==> src/hw/rtl/ntg_pkg.sv <==
// Shared constants, types and elaboration-time table builders for the tone generator.
package ntg_pkg;

    localparam int PHASE_BITS_DEF     = 32;
    localparam int SINE_ADDR_BITS_DEF = 10;
    localparam int SAMPLE_BITS_DEF    = 16;

    localparam int NOTE_W    = 9;
    localparam int RATE_W    = 18;
    localparam int CFG_IDX_W = 1;
    localparam int AMP_W     = 40;   // 440 * 2^(k/12) in Q30 fits in 40 bits

    localparam logic [CFG_IDX_W-1:0] CFG_RATE      = 1'b0;
    localparam logic [CFG_IDX_W-1:0] CFG_NOTE_MODE = 1'b1;
    localparam logic [RATE_W-1:0]    RATE_RST      = 18'd44100;

    localparam int NOTE_BASE = 57;   // character code mapped to A440
    localparam int NOTE_MIN  = -96;
    localparam int NOTE_MAX  = 63;
    localparam int RECIP12   = 171;  // floor(v*171/2048) == floor(v/12) for v < 160

    localparam logic [63:0] Q30_ONE    = 64'd1073741824;
    localparam logic [63:0] SEMI_Q30   = 64'd1137589835;
    localparam logic [63:0] TWO_PI_Q30 = 64'd6746518852;
    localparam logic [63:0] A4_HZ      = 64'd440;

    // Taylor divisors (2k)(2k+1), indexed by k.
    localparam logic [7:0] HORNER_DIV [1:7] = '{8'd6, 8'd20, 8'd42, 8'd72,
                                                8'd110, 8'd156, 8'd210};

    typedef struct packed {
        logic capture;
        logic div_start;
        logic step_load;
        logic rom_read;
        logic out_load;
    } ntg_cmd_t;

    typedef struct packed {
        logic div_done;
    } ntg_stat_t;

    // 440 * (2^(1/12))^k in Q30, k = 0..11.
    function automatic logic [63:0] note_amp(input int k);
        logic [63:0] r;
        r = Q30_ONE;
        for (int i = 0; i < k; i++)
        begin
            r = (r * SEMI_Q30) >> 30;
        end
        return A4_HZ * r;
    endfunction

    // Quarter-wave magnitude for table index m, already scaled to the sample amplitude.
    function automatic logic [63:0] sine_mag(input int m, input int sab, input int sbits);
        logic [63:0] quarter;
        logic [63:0] amp;
        logic [63:0] x;
        logic [63:0] x2;
        logic [63:0] t;
        logic [63:0] s;
        quarter = 64'd1 << (sab - 2);
        amp     = (64'd1 << (sbits - 1)) - 64'd1;
        if (m == 0)
        begin
            s = 64'd0;
        end
        else if (64'(m) >= quarter)
        begin
            s = Q30_ONE;
        end
        else
        begin
            x  = (64'(m) * TWO_PI_Q30) >> sab;
            x2 = (x * x) >> 30;
            t  = Q30_ONE;
            for (int k = 7; k >= 1; k--)
            begin
                t = Q30_ONE - ((x2 * t) >> 30) / HORNER_DIV[k];
            end
            t = (x * t) >> 30;
            if (t > Q30_ONE)
            begin
                t = Q30_ONE;
            end
            s = t;
        end
        return (s * amp) >> 30;
    endfunction

endpackage

==> src/hw/rtl/note_sine_tone_generator.sv <==
// Top level of the equal-tempered note sine tone generator.
// Usage:
//   Input channel (in_valid/in_ready): one request carries note_value and new_note.
//   new_note=1 turns the note into a phase step (440*2^(n/12)/rate turns,
//   offset clamped to -96..+63) and restarts the phase at zero; new_note=0 keeps going.
//   note_mode=1 reads note_value as a character code minus 57.
//   Output channel (out_valid/out_ready): one signed sample per request, sine of the
//   current phase scaled to full range and truncated toward zero; phase then advances.
//   Config port: cfg_we writes cfg_wdata to register cfg_addr (0 output rate,
//   1 note_mode) in the same cycle; write only while no request is in flight.
// Sequence:
//   Plain request: after acceptance the controller reads the table, then loads the
//   output register once it is free and raises out_valid; the next request is taken
//   back in idle. A new note first passes a prep state and the restoring divider that
//   makes the step (DIV_W = PHASE_BITS+15, or 40 if PHASE_BITS <= 25; 47 by default).
//   The output register frees the controller: the next request is taken while the
//   last sample waits; a stalled receiver holds the block only when a second sample
//   is ready to load.
// Reset: rate=44100, note_mode=0, phase and step zero (samples read 0 until
//   a note starts). No clearing pass.
module note_sine_tone_generator #(
    parameter int PHASE_BITS     = ntg_pkg::PHASE_BITS_DEF,
    parameter int SINE_ADDR_BITS = ntg_pkg::SINE_ADDR_BITS_DEF,
    parameter int SAMPLE_BITS    = ntg_pkg::SAMPLE_BITS_DEF
) (
    input  logic                              clk,
    input  logic                              rst_n,
    input  logic                              cfg_we,
    input  logic [ntg_pkg::CFG_IDX_W-1:0]     cfg_addr,
    input  logic [ntg_pkg::RATE_W-1:0]        cfg_wdata,
    input  logic                              in_valid,
    output logic                              in_ready,
    input  logic signed [ntg_pkg::NOTE_W-1:0] note_value,
    input  logic                              new_note,
    output logic                              out_valid,
    input  logic                              out_ready,
    output logic signed [SAMPLE_BITS-1:0]     sample
);

    ntg_pkg::ntg_cmd_t  cmd;
    ntg_pkg::ntg_stat_t stat;

    // sequencing: accept, optional step division, table read, output load
    ntg_ctrl u_ctrl (
        .clk       (clk),
        .rst_n     (rst_n),
        .in_valid  (in_valid),
        .new_note  (new_note),
        .in_ready  (in_ready),
        .out_valid (out_valid),
        .out_ready (out_ready),
        .cmd       (cmd),
        .stat      (stat)
    );

    // arithmetic, config registers, phase state and sample register
    ntg_dp #(
        .PHASE_BITS     (PHASE_BITS),
        .SINE_ADDR_BITS (SINE_ADDR_BITS),
        .SAMPLE_BITS    (SAMPLE_BITS)
    ) u_dp (
        .clk        (clk),
        .rst_n      (rst_n),
        .cfg_we     (cfg_we),
        .cfg_addr   (cfg_addr),
        .cfg_wdata  (cfg_wdata),
        .note_value (note_value),
        .cmd        (cmd),
        .stat       (stat),
        .sample     (sample)
    );

endmodule

==> src/hw/rtl/ntg_div.sv <==
// Restoring divider, one quotient bit per cycle.
module ntg_div #(
    parameter int DIVIDEND_W = 47,
    parameter int DIVISOR_W  = 18
) (
    input  logic                  clk,
    input  logic                  rst_n,
    input  logic                  start,
    input  logic [DIVIDEND_W-1:0] dividend,
    input  logic [DIVISOR_W-1:0]  divisor,
    output logic [DIVIDEND_W-1:0] quotient,
    output logic                  done
);

    localparam int CNT_W = $clog2(DIVIDEND_W + 1);

    logic [CNT_W-1:0]      cnt_reg, cnt_next;
    logic [DIVIDEND_W-1:0] quo_reg, quo_next;
    logic [DIVISOR_W-1:0]  rem_reg, rem_next;
    logic [DIVISOR_W-1:0]  dvs_reg, dvs_next;
    logic [DIVISOR_W:0]    trial;
    logic [DIVISOR_W:0]    diff;
    logic                  fits;

    always_comb
    begin
        trial    = {rem_reg, quo_reg[DIVIDEND_W-1]};
        diff     = trial - {1'b0, dvs_reg};
        fits     = (trial >= {1'b0, dvs_reg});
        cnt_next = cnt_reg;
        quo_next = quo_reg;
        rem_next = rem_reg;
        dvs_next = dvs_reg;
        if (start)
        begin
            cnt_next = CNT_W'(DIVIDEND_W);
            quo_next = dividend;
            rem_next = '0;
            dvs_next = divisor;
        end
        else if (cnt_reg != '0)
        begin
            cnt_next = cnt_reg - 1'b1;
            quo_next = {quo_reg[DIVIDEND_W-2:0], fits};
            rem_next = fits ? diff[DIVISOR_W-1:0] : trial[DIVISOR_W-1:0];
        end
    end

    always_ff @(posedge clk or negedge rst_n)
    begin
        if (!rst_n)
        begin
            cnt_reg <= '0;
        end
        else
        begin
            cnt_reg <= cnt_next;
        end
    end

    always_ff @(posedge clk)
    begin
        quo_reg <= quo_next;
        rem_reg <= rem_next;
        dvs_reg <= dvs_next;
    end

    assign quotient = quo_reg;
    assign done     = (cnt_reg == '0);

endmodule

==> src/hw/rtl/ntg_dp.sv <==
// Datapath: config registers, note-to-step conversion, phase accumulator, sine lookup.
module ntg_dp #(
    parameter int PHASE_BITS     = ntg_pkg::PHASE_BITS_DEF,
    parameter int SINE_ADDR_BITS = ntg_pkg::SINE_ADDR_BITS_DEF,
    parameter int SAMPLE_BITS    = ntg_pkg::SAMPLE_BITS_DEF
) (
    input  logic                               clk,
    input  logic                               rst_n,
    input  logic                               cfg_we,
    input  logic [ntg_pkg::CFG_IDX_W-1:0]      cfg_addr,
    input  logic [ntg_pkg::RATE_W-1:0]         cfg_wdata,
    input  logic signed [ntg_pkg::NOTE_W-1:0]  note_value,
    input  ntg_pkg::ntg_cmd_t                  cmd,
    output ntg_pkg::ntg_stat_t                 stat,
    output logic signed [SAMPLE_BITS-1:0]      sample
);

    localparam int AMP_W     = ntg_pkg::AMP_W;
    localparam int DIV_W     = (PHASE_BITS > 25) ? AMP_W + PHASE_BITS - 25 : AMP_W;
    localparam int QTR_W     = SINE_ADDR_BITS - 2;
    localparam int ROM_DEPTH = 1 << QTR_W;
    localparam int MAG_W     = SAMPLE_BITS - 1;
    localparam logic signed [7:0] E_OFS = 8'(PHASE_BITS - 38);
    localparam logic [MAG_W-1:0]  AMPLITUDE = {MAG_W{1'b1}};

    // config and state
    logic [ntg_pkg::RATE_W-1:0]        rate_reg, rate_next;
    logic                              note_mode_reg, note_mode_next;
    logic signed [ntg_pkg::NOTE_W-1:0] note_reg, note_next;
    logic [PHASE_BITS-1:0]             phase_acc_reg, phase_acc_next;
    logic [PHASE_BITS-1:0]             phase_step_reg, phase_step_next;
    logic [MAG_W-1:0]                  rom_q_reg, rom_q_next;
    logic                              full_reg, full_next;
    logic                              neg_reg, neg_next;
    logic [SAMPLE_BITS-1:0]            sample_reg, sample_next;

    // constant tables
    logic [AMP_W-1:0] amp_tab [12];
    logic [MAG_W-1:0] sine_tab [ROM_DEPTH];

    for (genvar g = 0; g < 12; g++)
    begin : g_amp
        assign amp_tab[g] = AMP_W'(ntg_pkg::note_amp(g));
    end

    for (genvar g = 0; g < ROM_DEPTH; g++)
    begin : g_sine
        assign sine_tab[g] = MAG_W'(ntg_pkg::sine_mag(g, SINE_ADDR_BITS, SAMPLE_BITS));
    end

    // note to divider operand
    logic signed [10:0] n_ext;
    logic signed [10:0] n_mode;
    logic signed [10:0] n_cl;
    logic [7:0]         v;
    logic [15:0]        v_prod;
    logic [4:0]         oct;
    logic [3:0]         semi;
    logic signed [7:0]  e;
    logic [7:0]         e_neg;
    logic [DIV_W-1:0]   amp_ext;
    logic [DIV_W-1:0]   dividend;
    logic [DIV_W-1:0]   quotient;
    logic               div_done;

    always_comb
    begin
        n_ext  = 11'(note_reg);
        n_mode = note_mode_reg ? n_ext - 11'(ntg_pkg::NOTE_BASE) : n_ext;
        if (n_mode < 11'(ntg_pkg::NOTE_MIN))
        begin
            n_cl = 11'(ntg_pkg::NOTE_MIN);
        end
        else if (n_mode > 11'(ntg_pkg::NOTE_MAX))
        begin
            n_cl = 11'(ntg_pkg::NOTE_MAX);
        end
        else
        begin
            n_cl = n_mode;
        end
        v        = 8'(n_cl - 11'(ntg_pkg::NOTE_MIN));
        v_prod   = 16'(v) * 16'(ntg_pkg::RECIP12);
        oct      = v_prod[15:11];
        semi     = 4'(v - 8'(oct) * 8'd12);
        e        = signed'({3'b000, oct}) + E_OFS;
        e_neg    = 8'(-e);
        amp_ext  = DIV_W'(amp_tab[semi]);
        dividend = e[7] ? (amp_ext >> e_neg[5:0]) : (amp_ext << e[5:0]);
    end

    ntg_div #(
        .DIVIDEND_W(DIV_W),
        .DIVISOR_W (ntg_pkg::RATE_W)
    ) u_div (
        .clk      (clk),
        .rst_n    (rst_n),
        .start    (cmd.div_start),
        .dividend (dividend),
        .divisor  (rate_reg),
        .quotient (quotient),
        .done     (div_done)
    );

    assign stat.div_done = div_done;

    // phase to table index, quarter-wave folding
    logic [SINE_ADDR_BITS-1:0] idx;
    logic [1:0]                quad;
    logic [QTR_W-1:0]          j;
    logic [QTR_W-1:0]          rom_addr;
    logic [MAG_W-1:0]          mag;

    always_comb
    begin
        idx      = phase_acc_reg[PHASE_BITS-1 -: SINE_ADDR_BITS];
        quad     = idx[SINE_ADDR_BITS-1:SINE_ADDR_BITS-2];
        j        = idx[QTR_W-1:0];
        rom_addr = quad[0] ? QTR_W'(-j) : j;
        mag      = full_reg ? AMPLITUDE : rom_q_reg;
    end

    always_comb
    begin
        rate_next       = rate_reg;
        note_mode_next  = note_mode_reg;
        note_next       = note_reg;
        phase_acc_next  = phase_acc_reg;
        phase_step_next = phase_step_reg;
        rom_q_next      = rom_q_reg;
        full_next       = full_reg;
        neg_next        = neg_reg;
        sample_next     = sample_reg;

        if (cfg_we)
        begin
            case (cfg_addr)
                ntg_pkg::CFG_RATE:      rate_next      = cfg_wdata;
                ntg_pkg::CFG_NOTE_MODE: note_mode_next = cfg_wdata[0];
                default:                rate_next      = rate_reg;
            endcase
        end
        if (cmd.capture)
        begin
            note_next = note_value;
        end
        if (cmd.step_load)
        begin
            phase_step_next = (rate_reg == '0) ? '0 : quotient[PHASE_BITS-1:0];
            phase_acc_next  = '0;
        end
        if (cmd.rom_read)
        begin
            rom_q_next     = sine_tab[rom_addr];
            full_next      = quad[0] && (j == '0);
            neg_next       = quad[1];
            phase_acc_next = phase_acc_reg + phase_step_reg;
        end
        if (cmd.out_load)
        begin
            sample_next = neg_reg ? SAMPLE_BITS'(-{1'b0, mag}) : {1'b0, mag};
        end
    end

    always_ff @(posedge clk or negedge rst_n)
    begin
        if (!rst_n)
        begin
            rate_reg       <= ntg_pkg::RATE_RST;
            note_mode_reg  <= 1'b0;
            phase_acc_reg  <= '0;
            phase_step_reg <= '0;
        end
        else
        begin
            rate_reg       <= rate_next;
            note_mode_reg  <= note_mode_next;
            phase_acc_reg  <= phase_acc_next;
            phase_step_reg <= phase_step_next;
        end
    end

    always_ff @(posedge clk)
    begin
        note_reg   <= note_next;
        rom_q_reg  <= rom_q_next;
        full_reg   <= full_next;
        neg_reg    <= neg_next;
        sample_reg <= sample_next;
    end

    assign sample = signed'(sample_reg);

endmodule

==> src/hw/rtl/ntg_ctrl.sv <==
// Controller: request sequencing and output register valid.
module ntg_ctrl (
    input  logic               clk,
    input  logic               rst_n,
    input  logic               in_valid,
    input  logic               new_note,
    output logic               in_ready,
    output logic               out_valid,
    input  logic               out_ready,
    output ntg_pkg::ntg_cmd_t  cmd,
    input  ntg_pkg::ntg_stat_t stat
);

    localparam logic [2:0] ST_IDLE = 3'd0;
    localparam logic [2:0] ST_PREP = 3'd1;
    localparam logic [2:0] ST_DIV  = 3'd2;
    localparam logic [2:0] ST_READ = 3'd3;
    localparam logic [2:0] ST_FORM = 3'd4;

    logic [2:0] state_reg, state_next;
    logic       out_valid_reg, out_valid_next;

    always_comb
    begin
        state_next     = state_reg;
        out_valid_next = out_valid_reg && !out_ready;
        cmd            = '0;
        in_ready       = 1'b0;
        case (state_reg)
            ST_IDLE:
            begin
                in_ready = 1'b1;
                if (in_valid)
                begin
                    cmd.capture = 1'b1;
                    state_next  = new_note ? ST_PREP : ST_READ;
                end
            end
            ST_PREP:
            begin
                cmd.div_start = 1'b1;
                state_next    = ST_DIV;
            end
            ST_DIV:
            begin
                if (stat.div_done)
                begin
                    cmd.step_load = 1'b1;
                    state_next    = ST_READ;
                end
            end
            ST_READ:
            begin
                cmd.rom_read = 1'b1;
                state_next   = ST_FORM;
            end
            ST_FORM:
            begin
                if (!out_valid_reg || out_ready)
                begin
                    cmd.out_load   = 1'b1;
                    out_valid_next = 1'b1;
                    state_next     = ST_IDLE;
                end
            end
            default:
            begin
                state_next = ST_IDLE;
            end
        endcase
    end

    always_ff @(posedge clk or negedge rst_n)
    begin
        if (!rst_n)
        begin
            state_reg     <= ST_IDLE;
            out_valid_reg <= 1'b0;
        end
        else
        begin
            state_reg     <= state_next;
            out_valid_reg <= out_valid_next;
        end
    end

    assign out_valid = out_valid_reg;

endmodule

==> config.mk <==
export PLATFORM = sky130hd
export DESIGN_NAME = note_sine_tone_generator
export DESIGN_NICKNAME = d
export VERILOG_FILES = /design/src/hw/rtl/ntg_pkg.sv /design/src/hw/rtl/note_sine_tone_generator.sv /design/src/hw/rtl/ntg_div.sv /design/src/hw/rtl/ntg_dp.sv /design/src/hw/rtl/ntg_ctrl.sv
export SDC_FILE = /design/constraint.sdc
export NUM_CORES = 1
export LEC_CHECK = 0
export BUFFER_PORTS_ARGS = -buffer_cell sky130_fd_sc_hd__clkbuf_2
export CAP_MARGIN = 20
export CORE_MARGIN = 10
export CORE_UTILIZATION = 52
export DETAILED_ROUTE_END_ITERATION = 7
export PLACE_DENSITY = 0.71
export SETUP_SLACK_MARGIN = 0.3
export SLEW_MARGIN = 40
export SYNTH_ARGS = -nofsm -noshare
export SYNTH_HDL_FRONTEND = slang
export SYNTH_HIERARCHICAL = 1
export SYNTH_SLANG_ARGS = --single-unit
==> constraint.sdc <==
create_clock -name clk -period 10 [get_ports clk]
set_input_delay 1.5 -clock clk [delete_from_list [all_inputs] [get_ports clk]]
set_output_delay 1.5 -clock clk [all_outputs]
set_load 0.05 [all_outputs]
==> run_results.csv <==
group,metric,value,unit
sta,max_freq,108,MHz
floorplan,dieArea,0.0523,sq mm
setup_path,endpoint_kind,"register",
synthesis,ys_seq_area_frac,0.261,
power,p_leak,9.86,nW
setup_path,cp_data_arrival_time,9580,ps
synthesis,netlist.area_leader.share,0.142,
detailed_routing,post_drt_wl_per_cell,27.2,um
power,p_int,4.32,mW
detailed_routing,drc,0,
final_layout,fillers,3890,
floorplan,start_util,0.526,
synthesis,yosys_warnings,6,
synthesis,synth_edf_count,107,
setup_path,crit_type,"register to register",
synthesis,yosysUniqueCellTypes,109,
sta,whs,485,ps
sta,setup_viol,0,
worst_hold_path,hold_class,"register to register",
final_layout,mostFrequentLayoutCells,"318 x nand2_1, 256 x o21ai_0, 226 x nor2_1, 212 x a21oi_1, 115 x ha_1",
cts,clock_latency,550,ps
placement,dp_slack,269,ps
global_routing,overflow,0,
placement,place_hpwl,67.2,mm
placement,gp_congestion,1.09,
detailed_routing,wirelength,93.6,mm
cts,root_buffer,"clkbuf_16",
cts,cts_made_buffers,26,
synthesis,async_reset_ff_frac,0.427,
setup_path,critPathTopFamily,"compound AO/OA/AOI/OAI gates",
detailed_routing,first_iter_violations,4091,
global_routing,antenna_found_initial,0,
sta,rsz0062_at_grt,"no",
power,p_per_area,410,mW/mm^2
synthesis,yosys_register_bits,218,
run_status,status,"complete, no violations",
final_layout,multiInputGateArea,0.0159,sq mm
global_routing,grt_pass1_vias,22700,
sta,drv_slew,0,
sta,finalHoldViolCount,0,
cts,clk_pin_slew_worst_paths,60,ps
global_routing,grt_use_total,0.338,
floorplan,num_io_pins,52,
synthesis,synth_area_leaders,"edfxtp_1 14%, dfrtp_1 9.6%, ha_1 6.5%",
detailed_routing,vias,24600,
floorplan,core_area,0.0431,sq mm
cts,h-tree-depth,1,
setup_path,worstPathRequired,10300,ps
detailed_routing,viasPerCell,7.14,
job,maxCapViolCount,0,
sta,slew_headroom,0.386,
synthesis,synth_largest_area_cell,"edfxtp_1",
final_layout,syn2layout_area_growth,9.92,%
synthesis,avgSynthCellArea,7.89,sq um
floorplan,die_y,229,um
power,p_comb_frac,0.792,
global_routing,grt_first_pass_wirelength,141,mm
power,p_sw,5.90,mW
setup_path,slowest_delay,540,ps
final_layout,drive_gt1_frac,0.146,
sta,skew,17.0,ps
setup_path,critPathLaunchType,"register",
cts,tritoncts,"built",
final_layout,diodes,0,
sta,finalCriticalPeriod,9280,ps
sta,fin_tns_setup,0,ps
power,p_seq_frac,0.114,
power,swShare,0.577,
global_routing,grt_max_degree,91,
final_layout,regArea,0.00591,sq mm
synthesis,synth_flop_cell,"edfxtp_1",
synthesis,syn_nets,3039,
sta,worst_pin_slew,918,ps
power,irDropWorstVdd,499,uV
synthesis,synthCells,2873,
setup_path,cp_num_buf_inv,8,
final_layout,utilization,0.578,
final_layout,largest_reg_flops,47,
detailed_routing,postRouteAntennaNets,0,
power,clkPwrFrac,0.094,
power,fin_total_pwr,10.2,mW
final_layout,final_common_cell,"nand2_1",
floorplan,die_w,229,um
final_layout,layout.nets,3005,
setup_path,crit_slowest_cell,"fa_1",
sta,period_share,0.928,
synthesis,netlist_area,0.0227,sq mm
placement,io_buffers,51,
floorplan,rows,76,
setup_path,path_max_fanout,23,
cts,cts_sinks,218,
cts,clock_path_buffers,3,
sta,setup_ws,716,ps
detailed_routing,first_pass_iters,7,
## per-stage QoR
step,cells,instance area (sq um)
detailed placement,3387,23700
finish,3444,24900
global route,3444,24900
global placement,3387,23700
floorplan,2873,22700
CTS,3435,24600
## cells in the mapped netlist (12+ instances only)
library cell,number
a211o_1,16
a211oi_1,67
a21o_1,39
a21oi_1,214
a221oi_1,12
a22oi_1,16
a311oi_1,18
a31oi_1,41
and2_1,17
buf_1,30
clkbuf_1,173
dfrtp_1,87
dfxtp_1,18
edfxtp_1,107
fa_1,14
ha_1,118
inv_1,117
mux2_2,93
mux2i_1,60
mux4_2,12
nand2_1,320
nand2b_1,20
nand3_1,95
nand4_1,23
nor2_1,228
nor2b_1,16
nor3_1,70
nor4_1,15
o211ai_1,57
o21a_1,16
o21ai_0,259
o21ai_1,18
o221ai_1,26
o22ai_1,44
o311ai_0,17
o31ai_1,30
or3_1,22
xnor2_1,40
xor2_1,47
## layer usage
layer | up-vias | track usage | routed length, um
li1 | 10700 | - | -
met1 | 11700 | 0.443 | 36400
met2 | 1733 | 0.533 | 41800
met3 | 364 | 0.0485 | 9480
met4 | 0 | 0.174 | 5800
met5 | - | 0 | 0
## area by class of cell
cell class / instances / share of cell area
Clock buffer: 39 / 0.0319
Clock inverter: 9 / 0.00332
Inverter: 123 / 0.0185
Multi-Input combinational cell: 2318 / 0.637
Sequential cell: 218 / 0.237
Tap cell: 585 / 0.0294
Timing Repair Buffer: 152 / 0.0425
## what timing repair did
item | in CTS | in global routing
resized for setup | 5 | 43
pin swaps | 0 | 5
cloned | 0 | 0
buffers inserted | 0 | 9
hold buffers | 0 | 0
setup endpoints to repair | 6 | 47
## power by group through the flow
stage / registers [mW] / logic (mW) / clock network [mW]
after CTS: 1.16 / 7.44 / 0.977
after global placement: 1.17 / 7.44 / 0
after detailed placement: 1.17 / 7.37 / 0
after floorplan: 1.13 / 4.81 / 0
final: 1.16 / 8.10 / 0.964
after global routing: 1.17 / 8.40 / 1.01
## kinds of logic after synthesis
kind of cell | count (synthesis) | share of synthesized area
adders and majority gates | 132 | 0.0775
buffers and inverters | 337 | 0.0573
and+or+nand+nor | 885 | 0.179
DFF | 218 | 0.261
AOI/OAI and AO/OA | 1047 | 0.305
muxes | 166 | 0.0851
xor gates and xnor gates | 88 | 0.0346
## path summary, 6_finish.rpt
path	slack, ps	end	start	cells past startpoint
max	720	u_dp/u_div/quotient[31]$_DFFE_PP_	u_dp/note_reg[1]$_DFFE_PP_	34
min	490	u_dp/u_div/dvs_reg[16]$_DFFE_PP_	u_dp/rate_reg[16]$_DFFE_PN0P_	0
max reg2reg	720	u_dp/u_div/quotient[31]$_DFFE_PP_	u_dp/note_reg[1]$_DFFE_PP_	34
min reg2reg	490	u_dp/u_div/dvs_reg[16]$_DFFE_PP_	u_dp/rate_reg[16]$_DFFE_PN0P_	0
max in group asynchronous	8180	u_dp/phase_step_reg[17]$_DFFE_PN0P_	rst_n	2
min in group asynchronous	860	u_dp/u_div/cnt_reg[4]$_DFFE_PN0P_	rst_n	1
## worst reg2reg max path: cells and delay by family (launching register included)
kind | cells | cell delay [ps]
AND/OR/NAND/NOR | 4 | 1010
adder cells (fa/ha/maj) | 7 | 2730
flip-flops | 1 | 440
buffers and inverters | 8 | 950
XOR/XNOR | 2 | 420
multiplexers | 2 | 510
AO/OA/AOI/OAI | 11 | 2980
No activity file was read; power rests on OpenSTA's default activity.
